==> config.mk <==
export PLATFORM = sky130hd
export DESIGN_NAME = clock_frame_replacement
export DESIGN_NICKNAME = d
export VERILOG_FILES = /design/src/rtl/cfr_pkg.sv /design/src/rtl/cfr_ram.sv /design/src/rtl/cfr_scan.sv /design/src/rtl/clock_frame_replacement.sv
export SDC_FILE = /design/constraint.sdc
export NUM_CORES = 2
export LEC_CHECK = 0
export BUFFER_PORTS_ARGS = -buffer_cell sky130_fd_sc_hd__buf_2
export CAP_MARGIN = 0
export CORE_MARGIN = 2
export CORE_UTILIZATION = 30
export DETAILED_ROUTE_END_ITERATION = 8
export HOLD_SLACK_MARGIN = 0.1
export PLACE_DENSITY = 0.45
export SLEW_MARGIN = 40
export SYNTH_ARGS = -nofsm -noshare
export SYNTH_HDL_FRONTEND = slang
export SYNTH_SLANG_ARGS = --single-unit
==> constraint.sdc <==
create_clock -name clk_i -period 9.9 [get_ports clk_i]
set_input_delay 1.485 -clock clk_i [delete_from_list [all_inputs] [get_ports clk_i]]
set_output_delay 1.485 -clock clk_i [all_outputs]
set_load 0.05 [all_outputs]
==> src/rtl/cfr_pkg.sv <==
// Shared types, codes and helpers for the clock frame replacement block.
`default_nettype none

package cfr_pkg;

  // Defaults for the top-level parameters.
  localparam int FRAMES_DEF   = 64;
  localparam int TAG_BITS_DEF = 20;

  // The frame slot field is six bits wide, so no more than this many slots exist.
  localparam int MAX_SLOTS = 64;

  // Slots examined per cycle by the free-slot scan.
  localparam int CHUNK = 8;

  // Fixed field widths of the streams and the limit register.
  localparam int OP_W     = 3;
  localparam int SLOT_W_IO = 6;
  localparam int TAG_W_IO = 20;
  localparam int KIND_W   = 2;
  localparam int STATUS_W = 2;
  localparam int ACTION_W = 2;
  localparam int LIMIT_W  = 7;
  localparam int DATA_W   = 32;

  localparam logic [LIMIT_W-1:0] FRAME_LIMIT_RST = 7'd64;

  typedef enum logic [OP_W-1:0] {
    OP_ALLOC  = 3'd0,
    OP_FREE   = 3'd1,
    OP_PIN    = 3'd2,
    OP_UNPIN  = 3'd3,
    OP_ACCESS = 3'd4
  } op_e;

  typedef enum logic [STATUS_W-1:0] {
    STAT_OK          = 2'd0,
    STAT_NO_VICTIM   = 2'd1,
    STAT_NOT_USED    = 2'd2,
    STAT_UNPIN_ZERO  = 2'd3
  } status_e;

  typedef enum logic [ACTION_W-1:0] {
    ACT_NONE       = 2'd0,
    ACT_WRITE_BACK = 2'd1,
    ACT_DISCARD    = 2'd2,
    ACT_SWAP_OUT   = 2'd3
  } action_e;

  localparam logic [KIND_W-1:0] KIND_FILE = 2'd1;
  localparam logic [KIND_W-1:0] KIND_MMAP = 2'd2;

  typedef enum logic [2:0] {
    ST_IDLE,
    ST_EXEC,
    ST_MODIFY,
    ST_SCAN,
    ST_SW_RD,
    ST_SW_EV
  } state_e;

  // Result of one chunk of the free-slot scan.
  typedef struct packed {
    logic       found;
    logic [2:0] pos;
  } scan_res_t;

  // One result beat before packing.
  typedef struct packed {
    status_e                 status;
    logic [SLOT_W_IO-1:0]    granted_slot;
    logic                    evicted;
    logic [TAG_W_IO-1:0]     evicted_page;
    action_e                 evict_action;
  } result_t;

  // What has to happen to a page that loses its frame.
  function automatic action_e evict_action_f(logic [KIND_W-1:0] kind, logic dirty);
    action_e act;
    if (kind == KIND_MMAP) begin
      act = dirty ? ACT_WRITE_BACK : ACT_NONE;
    end else if (kind == KIND_FILE && !dirty) begin
      act = ACT_DISCARD;
    end else begin
      act = ACT_SWAP_OUT;
    end
    return act;
  endfunction

  function automatic logic [DATA_W-1:0] pack_result(result_t r);
    return {1'b0, r.evict_action, r.evicted_page, r.evicted, r.granted_slot, r.status};
  endfunction

endpackage

`default_nettype wire

==> src/rtl/cfr_ram.sv <==
// Generic single-write, single-read RAM with a registered read port.
`default_nettype none

module cfr_ram #(
  parameter int WIDTH = 32,
  parameter int DEPTH = 64
) (
  input  wire logic                     clk_i,
  input  wire logic                     we_i,
  input  wire logic [$clog2(DEPTH)-1:0] waddr_i,
  input  wire logic [WIDTH-1:0]         wdata_i,
  input  wire logic [$clog2(DEPTH)-1:0] raddr_i,
  output logic      [WIDTH-1:0]         rdata_o
);

  logic [WIDTH-1:0] mem_q [DEPTH];

  always_ff @(posedge clk_i) begin
    if (we_i) begin
      mem_q[waddr_i] <= wdata_i;
    end
    rdata_o <= mem_q[raddr_i];
  end

endmodule

`default_nettype wire

==> src/rtl/cfr_scan.sv <==
// Lowest free slot below the limit within one chunk of eight slots.
`default_nettype none

module cfr_scan #(
  parameter int K_W   = 3,
  parameter int LIM_W = 7
) (
  input  wire logic [cfr_pkg::CHUNK-1:0] used_i,
  input  wire logic [K_W-1:0]            chunk_i,
  input  wire logic [LIM_W-1:0]          lim_i,
  output cfr_pkg::scan_res_t             res_o
);
  import cfr_pkg::*;

  localparam int IDX_W = K_W + 3;
  localparam int CMP_W = (IDX_W > LIM_W) ? IDX_W : LIM_W;

  logic [CHUNK-1:0] free_bits;

  always_comb begin
    logic [IDX_W-1:0] idx;
    for (int j = 0; j < CHUNK; j++) begin
      idx = {chunk_i, 3'(j)};
      free_bits[j] = !used_i[j] && (CMP_W'(idx) < CMP_W'(lim_i));
    end
  end

  // Walk from the top down so that the lowest free slot wins.
  always_comb begin
    res_o = '0;
    for (int j = CHUNK - 1; j >= 0; j--) begin
      if (free_bits[j]) begin
        res_o.found = 1'b1;
        res_o.pos   = 3'(j);
      end
    end
  end

endmodule

`default_nettype wire

==> src/rtl/clock_frame_replacement.sv <==
// Frame table with clock (second-chance) replacement: sequencer, slot table and result register.
//
// Usage: items arrive on the s_axis beat channel (op, frame_slot, page_tag, page_kind,
// is_write) and each produces exactly one result beat on m_axis (status, granted_slot,
// evicted, evicted_page, evict_action). The usable slot count is written through
// cfg_we_i / cfg_wdata_i; the user must write it only while the block is idle, which the
// block does not enforce. It is clamped to the table size. One item is worked on at a
// time; s_axis_tready is high only while the sequencer is idle. Pin, unpin and access
// pass through the execute and modify states, the last being a read-modify-write of the
// slot table RAM. Free, unknown ops and bad slots finish in the execute state.
// Alloc scans the used bits eight slots per cycle. With no free slot the clock hand then
// sweeps up to twice the usable count: an empty slot is passed over in the read state,
// while each occupied slot is read from the table RAM and evaluated in the next cycle.
// The result lands in an output register; a new item is accepted while it waits.
// If the receiver stalls with a result still held, the next item completes its work
// and then waits in its last step until the register frees.
// Reset clears the used bits, the hand and the pending result, and sets the limit to 64.
`default_nettype none

module clock_frame_replacement #(
  parameter int FRAMES   = cfr_pkg::FRAMES_DEF,
  parameter int TAG_BITS = cfr_pkg::TAG_BITS_DEF
) (
  input  wire logic                         clk_i,
  input  wire logic                         rst_ni,
  input  wire logic                         cfg_we_i,
  input  wire logic [cfr_pkg::LIMIT_W-1:0]  cfg_wdata_i,
  input  wire logic                         s_axis_tvalid,
  output logic                              s_axis_tready,
  // op[2:0], frame_slot[8:3], page_tag[28:9], page_kind[30:29], is_write[31]
  input  wire logic [cfr_pkg::DATA_W-1:0]   s_axis_tdata,
  output logic                              m_axis_tvalid,
  input  wire logic                         m_axis_tready,
  // status[1:0], granted_slot[7:2], evicted[8], evicted_page[28:9], evict_action[30:29]
  output logic      [cfr_pkg::DATA_W-1:0]   m_axis_tdata
);
  import cfr_pkg::*;

  localparam int SLOTS   = (FRAMES < MAX_SLOTS) ? FRAMES : MAX_SLOTS;
  localparam int SLOT_W  = $clog2(SLOTS);
  localparam int LIM_W   = $clog2(SLOTS + 1);
  localparam int CHUNKS  = (SLOTS + CHUNK - 1) / CHUNK;
  localparam int K_W     = (CHUNKS > 1) ? $clog2(CHUNKS) : 1;
  localparam int IDX_W   = K_W + 3;
  localparam int ENTRY_W = TAG_BITS + 12;

  // Table entry layout, from the lowest bit: page tag, kind, dirty, accessed, pin count.
  localparam int KIND_LO = TAG_BITS;
  localparam int DIRTY_B = TAG_BITS + 2;
  localparam int ACC_B   = TAG_BITS + 3;
  localparam int PIN_LO  = TAG_BITS + 4;

  state_e state_q, state_d;

  logic [LIMIT_W-1:0]  limit_q;
  logic [OP_W-1:0]     op_q;
  logic [SLOT_W_IO-1:0] slot_q;
  logic [TAG_BITS-1:0] tag_q;
  logic [KIND_W-1:0]   kind_q;
  logic                wr_q;

  logic [SLOTS-1:0]    used_q, used_d;
  logic [SLOT_W-1:0]   hand_q, hand_d;
  logic [SLOT_W-1:0]   cur_q, cur_d;
  logic [LIM_W:0]      step_q, step_d;
  logic [K_W-1:0]      chunk_q, chunk_d;

  logic                m_valid_q;
  logic [DATA_W-1:0]   m_data_q;

  logic                in_fire;
  logic                out_free;
  logic                out_load;
  result_t             res;

  logic [LIM_W-1:0]    lim;
  logic [LIM_W:0]      two_lim;
  logic [SLOT_W-1:0]   slot_idx;
  logic                slot_ok;

  logic [SLOT_W-1:0]   sw_c;
  logic [SLOT_W-1:0]   sw_next;
  logic [LIM_W-1:0]    sw_c_inc;

  logic                ram_we;
  logic [SLOT_W-1:0]   ram_waddr;
  logic [ENTRY_W-1:0]  ram_wdata;
  logic [SLOT_W-1:0]   ram_raddr;
  logic [ENTRY_W-1:0]  ram_rdata;
  logic [ENTRY_W-1:0]  grant_entry;
  logic [SLOT_W-1:0]   grant_idx;

  logic [CHUNK-1:0]    chunk_used;
  scan_res_t           scan_res;

  logic [7:0]          e_pin;

  assign s_axis_tready = (state_q == ST_IDLE);
  assign in_fire       = s_axis_tvalid && s_axis_tready;
  assign out_free      = !m_valid_q || m_axis_tready;
  assign m_axis_tvalid = m_valid_q;
  assign m_axis_tdata  = m_data_q;

  assign lim      = (int'(limit_q) > SLOTS) ? LIM_W'(SLOTS) : LIM_W'(limit_q);
  assign two_lim  = {lim, 1'b0};
  assign slot_idx = slot_q[SLOT_W-1:0];
  assign slot_ok  = (int'(slot_q) < SLOTS) && used_q[slot_idx];

  // Hand position for this sweep step, restarting at slot 0 once past the limit.
  assign sw_c     = (LIM_W'(hand_q) >= lim) ? '0 : hand_q;
  assign sw_c_inc = LIM_W'(sw_c) + LIM_W'(1);
  assign sw_next  = (sw_c_inc >= lim) ? '0 : SLOT_W'(sw_c_inc);

  assign grant_entry = {8'd1, 1'b0, 1'b0, kind_q, tag_q};
  assign e_pin       = ram_rdata[PIN_LO +: 8];

  always_comb begin
    logic [IDX_W-1:0] idx;
    for (int j = 0; j < CHUNK; j++) begin
      idx = {chunk_q, 3'(j)};
      chunk_used[j] = (int'(idx) < SLOTS) ? used_q[idx[SLOT_W-1:0]] : 1'b1;
    end
  end

  cfr_scan #(
    .K_W   (K_W),
    .LIM_W (LIM_W)
  ) u_scan (
    .used_i  (chunk_used),
    .chunk_i (chunk_q),
    .lim_i   (lim),
    .res_o   (scan_res)
  );

  cfr_ram #(
    .WIDTH (ENTRY_W),
    .DEPTH (SLOTS)
  ) u_table (
    .clk_i   (clk_i),
    .we_i    (ram_we),
    .waddr_i (ram_waddr),
    .wdata_i (ram_wdata),
    .raddr_i (ram_raddr),
    .rdata_o (ram_rdata)
  );

  always_ff @(posedge clk_i or negedge rst_ni) begin
    if (!rst_ni) begin
      state_q <= ST_IDLE;
      limit_q <= FRAME_LIMIT_RST;
      used_q  <= '0;
      hand_q  <= '0;
      cur_q   <= '0;
      step_q  <= '0;
      chunk_q <= '0;
      m_valid_q <= 1'b0;
    end else begin
      state_q <= state_d;
      used_q  <= used_d;
      hand_q  <= hand_d;
      cur_q   <= cur_d;
      step_q  <= step_d;
      chunk_q <= chunk_d;
      if (cfg_we_i) begin
        limit_q <= cfg_wdata_i;
      end
      if (out_load) begin
        m_valid_q <= 1'b1;
      end else if (m_axis_tready) begin
        m_valid_q <= 1'b0;
      end
    end
  end

  always_ff @(posedge clk_i) begin
    if (in_fire) begin
      op_q   <= s_axis_tdata[2:0];
      slot_q <= s_axis_tdata[8:3];
      tag_q  <= TAG_BITS'(s_axis_tdata[28:9]);
      kind_q <= s_axis_tdata[30:29];
      wr_q   <= s_axis_tdata[31];
    end
    if (out_load) begin
      m_data_q <= pack_result(res);
    end
  end

  always_comb begin
    state_d   = state_q;
    used_d    = used_q;
    hand_d    = hand_q;
    cur_d     = cur_q;
    step_d    = step_q;
    chunk_d   = chunk_q;
    ram_we    = 1'b0;
    ram_waddr = cur_q;
    ram_wdata = grant_entry;
    ram_raddr = cur_q;
    grant_idx = cur_q;
    out_load  = 1'b0;
    res       = '{status: STAT_OK, evict_action: ACT_NONE, default: '0};

    unique case (state_q)
      ST_IDLE: begin
        step_d  = '0;
        chunk_d = '0;
        if (in_fire) begin
          state_d = ST_EXEC;
        end
      end

      ST_EXEC: begin
        ram_raddr = slot_idx;
        unique case (op_q)
          OP_ALLOC: begin
            state_d = ST_SCAN;
          end
          OP_FREE, OP_PIN, OP_UNPIN, OP_ACCESS: begin
            if (!slot_ok) begin
              res.status = STAT_NOT_USED;
              if (out_free) begin
                out_load = 1'b1;
                state_d  = ST_IDLE;
              end
            end else if (op_q == OP_FREE) begin
              if (out_free) begin
                used_d[slot_idx] = 1'b0;
                out_load = 1'b1;
                state_d  = ST_IDLE;
              end
            end else begin
              state_d = ST_MODIFY;
            end
          end
          default: begin
            if (out_free) begin
              out_load = 1'b1;
              state_d  = ST_IDLE;
            end
          end
        endcase
      end

      ST_MODIFY: begin
        ram_raddr = slot_idx;
        ram_waddr = slot_idx;
        ram_wdata = ram_rdata;
        unique case (op_q)
          OP_PIN: begin
            if (e_pin != 8'hFF) begin
              ram_wdata[PIN_LO +: 8] = e_pin + 8'd1;
            end
          end
          OP_UNPIN: begin
            if (e_pin == 8'd0) begin
              res.status = STAT_UNPIN_ZERO;
            end else begin
              ram_wdata[PIN_LO +: 8] = e_pin - 8'd1;
            end
          end
          default: begin
            ram_wdata[ACC_B] = 1'b1;
            if (wr_q) begin
              ram_wdata[DIRTY_B] = 1'b1;
            end
          end
        endcase
        if (out_free) begin
          ram_we   = 1'b1;
          out_load = 1'b1;
          state_d  = ST_IDLE;
        end
      end

      ST_SCAN: begin
        grant_idx = SLOT_W'({chunk_q, scan_res.pos});
        if (scan_res.found) begin
          res.granted_slot = SLOT_W_IO'(grant_idx);
          if (out_free) begin
            ram_we    = 1'b1;
            ram_waddr = grant_idx;
            used_d[grant_idx] = 1'b1;
            out_load  = 1'b1;
            state_d   = ST_IDLE;
          end
        end else if (chunk_q == K_W'(CHUNKS - 1)) begin
          state_d = ST_SW_RD;
        end else begin
          chunk_d = chunk_q + K_W'(1);
        end
      end

      ST_SW_RD: begin
        if (step_q >= two_lim) begin
          res.status = STAT_NO_VICTIM;
          if (out_free) begin
            out_load = 1'b1;
            state_d  = ST_IDLE;
          end
        end else begin
          ram_raddr = sw_c;
          cur_d     = sw_c;
          hand_d    = sw_next;
          step_d    = step_q + (LIM_W + 1)'(1);
          if (used_q[sw_c]) begin
            state_d = ST_SW_EV;
          end
        end
      end

      ST_SW_EV: begin
        if (e_pin != 8'd0) begin
          state_d = ST_SW_RD;
        end else if (ram_rdata[ACC_B]) begin
          // Second chance: clear the accessed mark and move on.
          ram_wdata        = ram_rdata;
          ram_wdata[ACC_B] = 1'b0;
          ram_we           = 1'b1;
          state_d          = ST_SW_RD;
        end else begin
          res.granted_slot = SLOT_W_IO'(cur_q);
          res.evicted      = 1'b1;
          res.evicted_page = TAG_W_IO'(ram_rdata[TAG_BITS-1:0]);
          res.evict_action = evict_action_f(ram_rdata[KIND_LO +: KIND_W], ram_rdata[DIRTY_B]);
          if (out_free) begin
            ram_we   = 1'b1;
            out_load = 1'b1;
            state_d  = ST_IDLE;
          end
        end
      end

      default: begin
        state_d = ST_IDLE;
      end
    endcase
  end

  // The hand only ever takes values below the table size.
  a_hand_range: assert property (@(posedge clk_i) disable iff (!rst_ni)
    int'(hand_q) < SLOTS)
    else $error("clock hand beyond the slot table");

  // The sweep never runs past twice the usable count.
  a_step_bound: assert property (@(posedge clk_i) disable iff (!rst_ni)
    (state_q == ST_SW_RD || state_q == ST_SW_EV) |-> step_q <= two_lim)
    else $error("sweep step count beyond its bound");

  // A successful alloc leaves its granted slot marked in use.
  a_grant_used: assert property (@(posedge clk_i) disable iff (!rst_ni)
    (out_load && op_q == OP_ALLOC && res.status == STAT_OK) |=> used_q[$past(grant_idx)])
    else $error("granted slot not marked in use");

  // An eviction is only reported by a successful alloc from the sweep.
  a_evict_ok: assert property (@(posedge clk_i) disable iff (!rst_ni)
    (out_load && res.evicted) |-> (res.status == STAT_OK && state_q == ST_SW_EV))
    else $error("eviction reported outside a successful sweep");

  // A result beat goes out only once per item, from a busy sequencer.
  a_load_busy: assert property (@(posedge clk_i) disable iff (!rst_ni)
    out_load |-> (state_q != ST_IDLE && state_d == ST_IDLE))
    else $error("result produced without finishing an item");

endmodule

`default_nettype wire

## After elaboration in Yosys (flattened, before gate mapping)

Memory sizes are Yosys's and may differ from the RTL's. A register that Yosys moved wholly into a read port is not among the register bits.
Cells that the tools add are included.

- $add $sub $neg: 5
- Magnitude comparators: 25
- Equal/unequal tests: 25
- Muxes and demuxes: 101
- Bitwise gates (word level): 5
- Reductions and logical operators: 41

Operator list:

| operator | count |
|---|---|
| 64-bit two-way mux | 6 |
| 64-bit case mux with 2 select lines | 1 |
| 6-bit by 7-bit < comparator with 1-bit output, second input constant | 11 |
| 64-bit AND | 1 |
| 32-bit two-way mux | 2 |
| 64-bit NOT | 1 |
| 64-bit bitwise OR | 1 |
| 32-bit case mux with 2 select lines | 1 |
| 29-bit two-way mux | 2 |
| 6-bit by 7-bit < comparator with 1-bit output | 8 |
| 3-bit two-way mux | 12 |
| 6-bit two-way mux | 6 |
| 6-bit case mux with 2 select lines | 3 |
| 4-bit two-way mux | 8 |
| 8-bit case mux with 2 select lines | 2 |
| 1-bit two-way mux | 29 |
| 1-bit binary-select mux with 3-bit select | 8 |
| 8-bit two-way mux | 3 |
| 3-bit case mux with 6 select lines | 1 |
| 8-bit by 1-bit adder with 8-bit output, second input constant | 2 |
| 2-bit inequality test, second input constant | 8 |
| 1-bit binary-select mux with 6-bit select | 2 |
| 1-bit demux with 6-bit select | 2 |
| 3-bit by 2-bit == test with 1-bit output, second input constant | 4 |
| other kinds (36) | 78 |

- Bits in registers: 161
- Memory bits (writable): 2,048
- Input bits: 44
- Output and inout port bits: 34
- Logic and storage cells: 219
- Memories: 1

Memory list:

| name | words | width | read ports | clocked after Yosys merged registers in | write ports | line | text |
|---|---|---|---|---|---|---|---|
| u_table.mem_q | 64 | 32 | 1 | 1 | 1 | cfr_ram.sv:16 | `logic [WIDTH-1:0] mem_q [DEPTH];` |

## Logic depth before layout (Yosys ltp)

- Word-level depth: 20
- Gate-level depth with buffers: 20
- Gate-level depth less buffers: 19

## Hierarchy

A second synthesis with hierarchy kept.

- Cell total of the unflattened synthesis: 4,589
- Area total of the unflattened synthesis: 89,478.3 sq um

Modules (own cells, without submodules):

| module | times used | cells an instance | area an instance (sq um) | sequential area each (sq um) |
|---|---|---|---|---|
| cfr_ram | 1 | 3,511 | 79,039.6 | 62,139.6 |
| clock_frame_replacement | 1 | 1,021 | 10,024.6 | 4,345.4 |
| cfr_scan | 1 | 57 | 414.1 | 0.0 |

## Worst setup path after synthesis

OpenSTA, ideal clock, no wires.

- Kind: reg-to-reg
- Start: register state_q[1]
- End: memory u_table.mem_q[0][30], data pin
- Library setup time: 1,289 ps
- Data arrival time: 6,860 ps
- Data required time: 8,611 ps
- Setup slack: 1,750 ps
- Stages on the path, launching flop included: 6
- Buffers on the path: 3
- Clock period less this slack: 8,150 ps
- Path through: dfrtp_1 buf_2 or3b_1 clkbuf_1 clkbuf_1 a2111oi_0

- Word-level cells in the longest chain between the ends: 2
- Elaborated cells on any way between the ends: 3
- Classes of those cells: 2 x eq/ne; 1 x mux

RTL lines:

| item | line | text |
|---|---|---|
| start, declared | clock_frame_replacement.sv:53 | `state_e state_q, state_d;` |
| start signal, assigned | clock_frame_replacement.sv:158 | `state_q <= state_d;` |
| 3-bit == test or 3-bit by 2-bit == test with 1-bit output (tied branches) | clock_frame_replacement.sv:203 | `unique case (state_q)` |
| 32-bit case mux with 2 select lines (*) | clock_frame_replacement.sv:203 |  |
| named net ram_wdata[30] | clock_frame_replacement.sv:87 | `logic [ENTRY_W-1:0] ram_wdata;` |
| end, declared | cfr_ram.sv:16 |  |

The timed path passes the listed nets; every way through them passes the cells marked *.

## Worst setup path in the final report

- Start: register hand_q[0]
- End: register u_table.rdata_o[17], read port of u_table.mem_q

- Word-level cells in the longest chain between the ends: 4

RTL lines:

| item | line | text |
|---|---|---|
| start, declared | clock_frame_replacement.sv:63 | `logic [SLOT_W-1:0] hand_q, hand_d;` |
| start signal, assigned | clock_frame_replacement.sv:160 | `hand_q <= hand_d;` |
| 6-bit by 7-bit >= comparator with 1-bit output | clock_frame_replacement.sv:110 | `assign sw_c = (LIM_W'(hand_q) >= lim) ? '0 : hand_q;` |
| 6-bit two-way mux (*) | clock_frame_replacement.sv:110 |  |
| 6-bit two-way mux (*) | -- |  |
| 6-bit case mux with 2 select lines (*) | clock_frame_replacement.sv:203 |  |
| end, declared | cfr_ram.sv:13 | `output logic [WIDTH-1:0] rdata_o` |

Every way passes the cells marked *; elsewhere a longest branch is shown, timed or not.
A chain may end at the register's enable or synchronous reset.

==> results.cfg <==
[status]
outcome = completed

[yosys]
dominantRegCellSynth = edfxtp_1
count_of_flip_flops_with_a_built_in_enable_after_synthesis = 2111
synthesis.area_per_instance_sq_um = 12.9
post_synth_inst_count = 7148
post_synth_instance_area_sq_mm = 0.0920
synthesis.nets = 7222
yosysUniqueCellTypes = 89
synth.yosys.seq_area_share_pct = 72.3
synth.yosys.warnings = 0
postSynth.asyncResetShare_pct = 4.37
total_of_flip_flops_plus_latches_after_synthesis = 2241

[cells_and_area]
share_of_cells_above_drive_strength_1_pct = 12.1
syn_to_final_growth_pct = 16.0
mostFrequentLayoutCell = edfxtp_1
area_occupied_by_multi_input_gates_sq_mm = 0.0244
fin_nets = 7325
fillers = 29700
area.sequential_sq_mm = 0.0665
most_used_cells_in_the_layout_excluding_fill_and_tap_cells = edfxtp_1, nand2_1, nand3_1

[sta]
worst_clock_skew_ps = 87.4
period_share_pct = 69.3
total_setup_violations_reported_at_the_end_of_the_flow = 0
worst-slew-pin-transition_ps = 1000
report.final.hold_viol_count = 0
fin_setup_tns_ps = 0
final.min_clock_period_ps = 6860
max_clock_freq_ghz = 0.146
max-slew-margin-rel_pct = 32.8
rsz_0062_raised_after_global_routing = no
final_max_slew_viol_count = 0

[grt]
antenna_found_initial = 24
grt_max_degree = 159
first_global_vias = 57900
grt_pass1_wl_um = 448000
grt.overflow.total = 0
global_route.usage.total_pct = 20.0

[floorplan]
ios = 78
std_cell_rows = 203
core-area_sq_mm = 0.305
die_x_um = 558
start_util_pct = 30.1
design.die.area_sq_mm = 0.311
die_h_um = 558

[clocking]
cts_tree = built
cts-buffers-inserted = 241
clk_latency_ps = 930
max-clock-path-buffers = 4
post_cts_setup_buffers = 0
numClockSinks = 2241
worst_setup_hold_path_clk_slew_ps = 60
htree_num_levels = 4
clk_root_buffer_cell = clkbuf_16
total_of_hold_buffers_inserted_after_clock_tree_synthesis = 0
post_cts_sizing_count = 0

[critical_path]
sum_of_buffers_and_inverters_on_the_critical_path = 4
path_max_fanout = 61
crit_type = reg2reg
worst-endpoint-required_ps = 10620
worst_setup_path_start_kind = register
critPathTopFamily = compound AO/OA/AOI/OAI gates
timing.critical_path.arrival_ps = 7580
crit_path_max_incr_delay_ps = 800
cp_endpoint_kind = register
crit_path_cell_trace = clkinv_1, ha_1, nand2b_1, a211oi_1, o21ai_1, inv_1, o311a_4, buf_4, buf_4, nand2_1, nand3_1, nand3_1, a2bb2oi_1, o21ai_1, a211oi_1
worst_path_slowest_cell = a211oi_1

[route]
antenna_violating_nets_post_route = 0
finalWirelength_um = 318000
drc = 0
drt_iter0_markers = 7020
wl_per_cell_um = 27.6
detail_route.vias_per_cell = 5.26
drt-pass1-iter-count = 5
detailroute.via_count = 60800

[place]
hpwl_um = 185000
placement.io_buffers = 76
final_weighted_congestion_in_routability_driven_placement = 0.888

[run]
drv.max_cap_violation_count = 0

[power_and_ir_drop]
ir_drop_mv = 0.252
post_layout_power_uw = 33300
power-per-cell-area_mw_per_mm2 = 312
power.leakage_uw = 0.0365

[hold_path]
worstHoldPathType = reg2reg
## cells in the mapped netlist, types with 97 or more instances
cell | instances | area share [%]
buf_1 | 98 | 0.40
and3_1 | 148 | 1.0
mux2i_1 | 174 | 1.9
clkbuf_1 | 248 | 1.0
nand3_1 | 866 | 4.7
dfrtp_1 | 97 | 2.6
nor2_1 | 141 | 0.58
o21ai_0 | 219 | 1.2
nand2_1 | 1920 | 7.8
buf_2 | 108 | 0.59
a311oi_1 | 123 | 1.2
a21oi_1 | 124 | 0.67
edfxtp_1 | 2111 | 69
## power breakdown
group          leakage [uW]  internal, uW  switching [uW]  total (uW)
clock network       0.00369          4990            3750        8750
logic                0.0120          3370            9830       13200
registers            0.0208         11100             280       11400
## stage by stage
step / utilization (%) / cells / hold slack [ps] / area, sq um / setup WS [ps]
finish: 34.9 / 11600 / 545 / 107000 / 3040
global route: 34.9 / 11500 / 575 / 107000 / 2890
CTS: 34.9 / 11500 / 544 / 106000 / 3230
detailed placement: 32.4 / 11100 / 529 / 99000 / 3200
global placement: 32.1 / 11100 / 548 / 98000 / 2070
floorplan: - / 7148 / 481 / 92000 / 1750
## cell type report
class,instances,share of cell area [%]
Clock buffer,320,6.17
Tap cell,4100,4.81
Multi-Input combinational cell,4405,22.9
Sequential cell,2241,62.4
Antenna cell,10,0.0235
Clock inverter,113,0.865
Timing Repair Buffer,329,2.73
Inverter,33,0.116
## sequential cells by signal (all words and copies together) (netlist names)
name,cells
tag_q,20
limit_q,7
hand_q,6
step_q,8
slot_idx,6
m_axis_tdata,31
chunk_q,3
kind_q,2
u_table.rdata_o,32
state_q,3
u_table.mem_q,2048
wr_q,1
used_q,64
m_axis_tvalid,1
op_q,3
cur_q,6
## cell families after synthesis
| kind of cell | synth area share, % |
|---|---|
| simple gates | 15.4 |
| flops | 72.3 |
| compound gates | 6.68 |
| buf+inv | 2.26 |
| mux | 2.82 |
| fa+ha+maj | 0.408 |
| xor+xnor | 0.114 |
| other cells | 0.00408 |
## final timing paths
kind | start | endpoint | slack [ps] | cells after the start
max in group asynchronous | rst_ni | used_q[33]$_DFFE_PN0P_ | 8080 | 2
hold / removal | u_table.rdata_o[11]$_DFF_P_ | m_axis_tdata[20]$_SDFFCE_PP0P_ | 540 | 1
setup / recovery | hand_q[0]$_DFFE_PN0P_ | u_table.rdata_o[17]$_DFF_P_ | 3040 | 15
min in group asynchronous | rst_ni | m_axis_tvalid$_DFFE_PN0P_ | 660 | 1
setup reg to reg | hand_q[0]$_DFFE_PN0P_ | u_table.rdata_o[17]$_DFF_P_ | 3040 | 15
hold reg to reg | u_table.rdata_o[11]$_DFF_P_ | m_axis_tdata[20]$_SDFFCE_PP0P_ | 540 | 1
## layer usage
metal | wire length [um] | track usage [%]
met1 | 143000 | 28.8
met2 | 145000 | 31.3
met3 | 20500 | 2.75
met4 | 9170 | 5.64
met5 | 13 | 0
(Power assumes the default switching activity.)
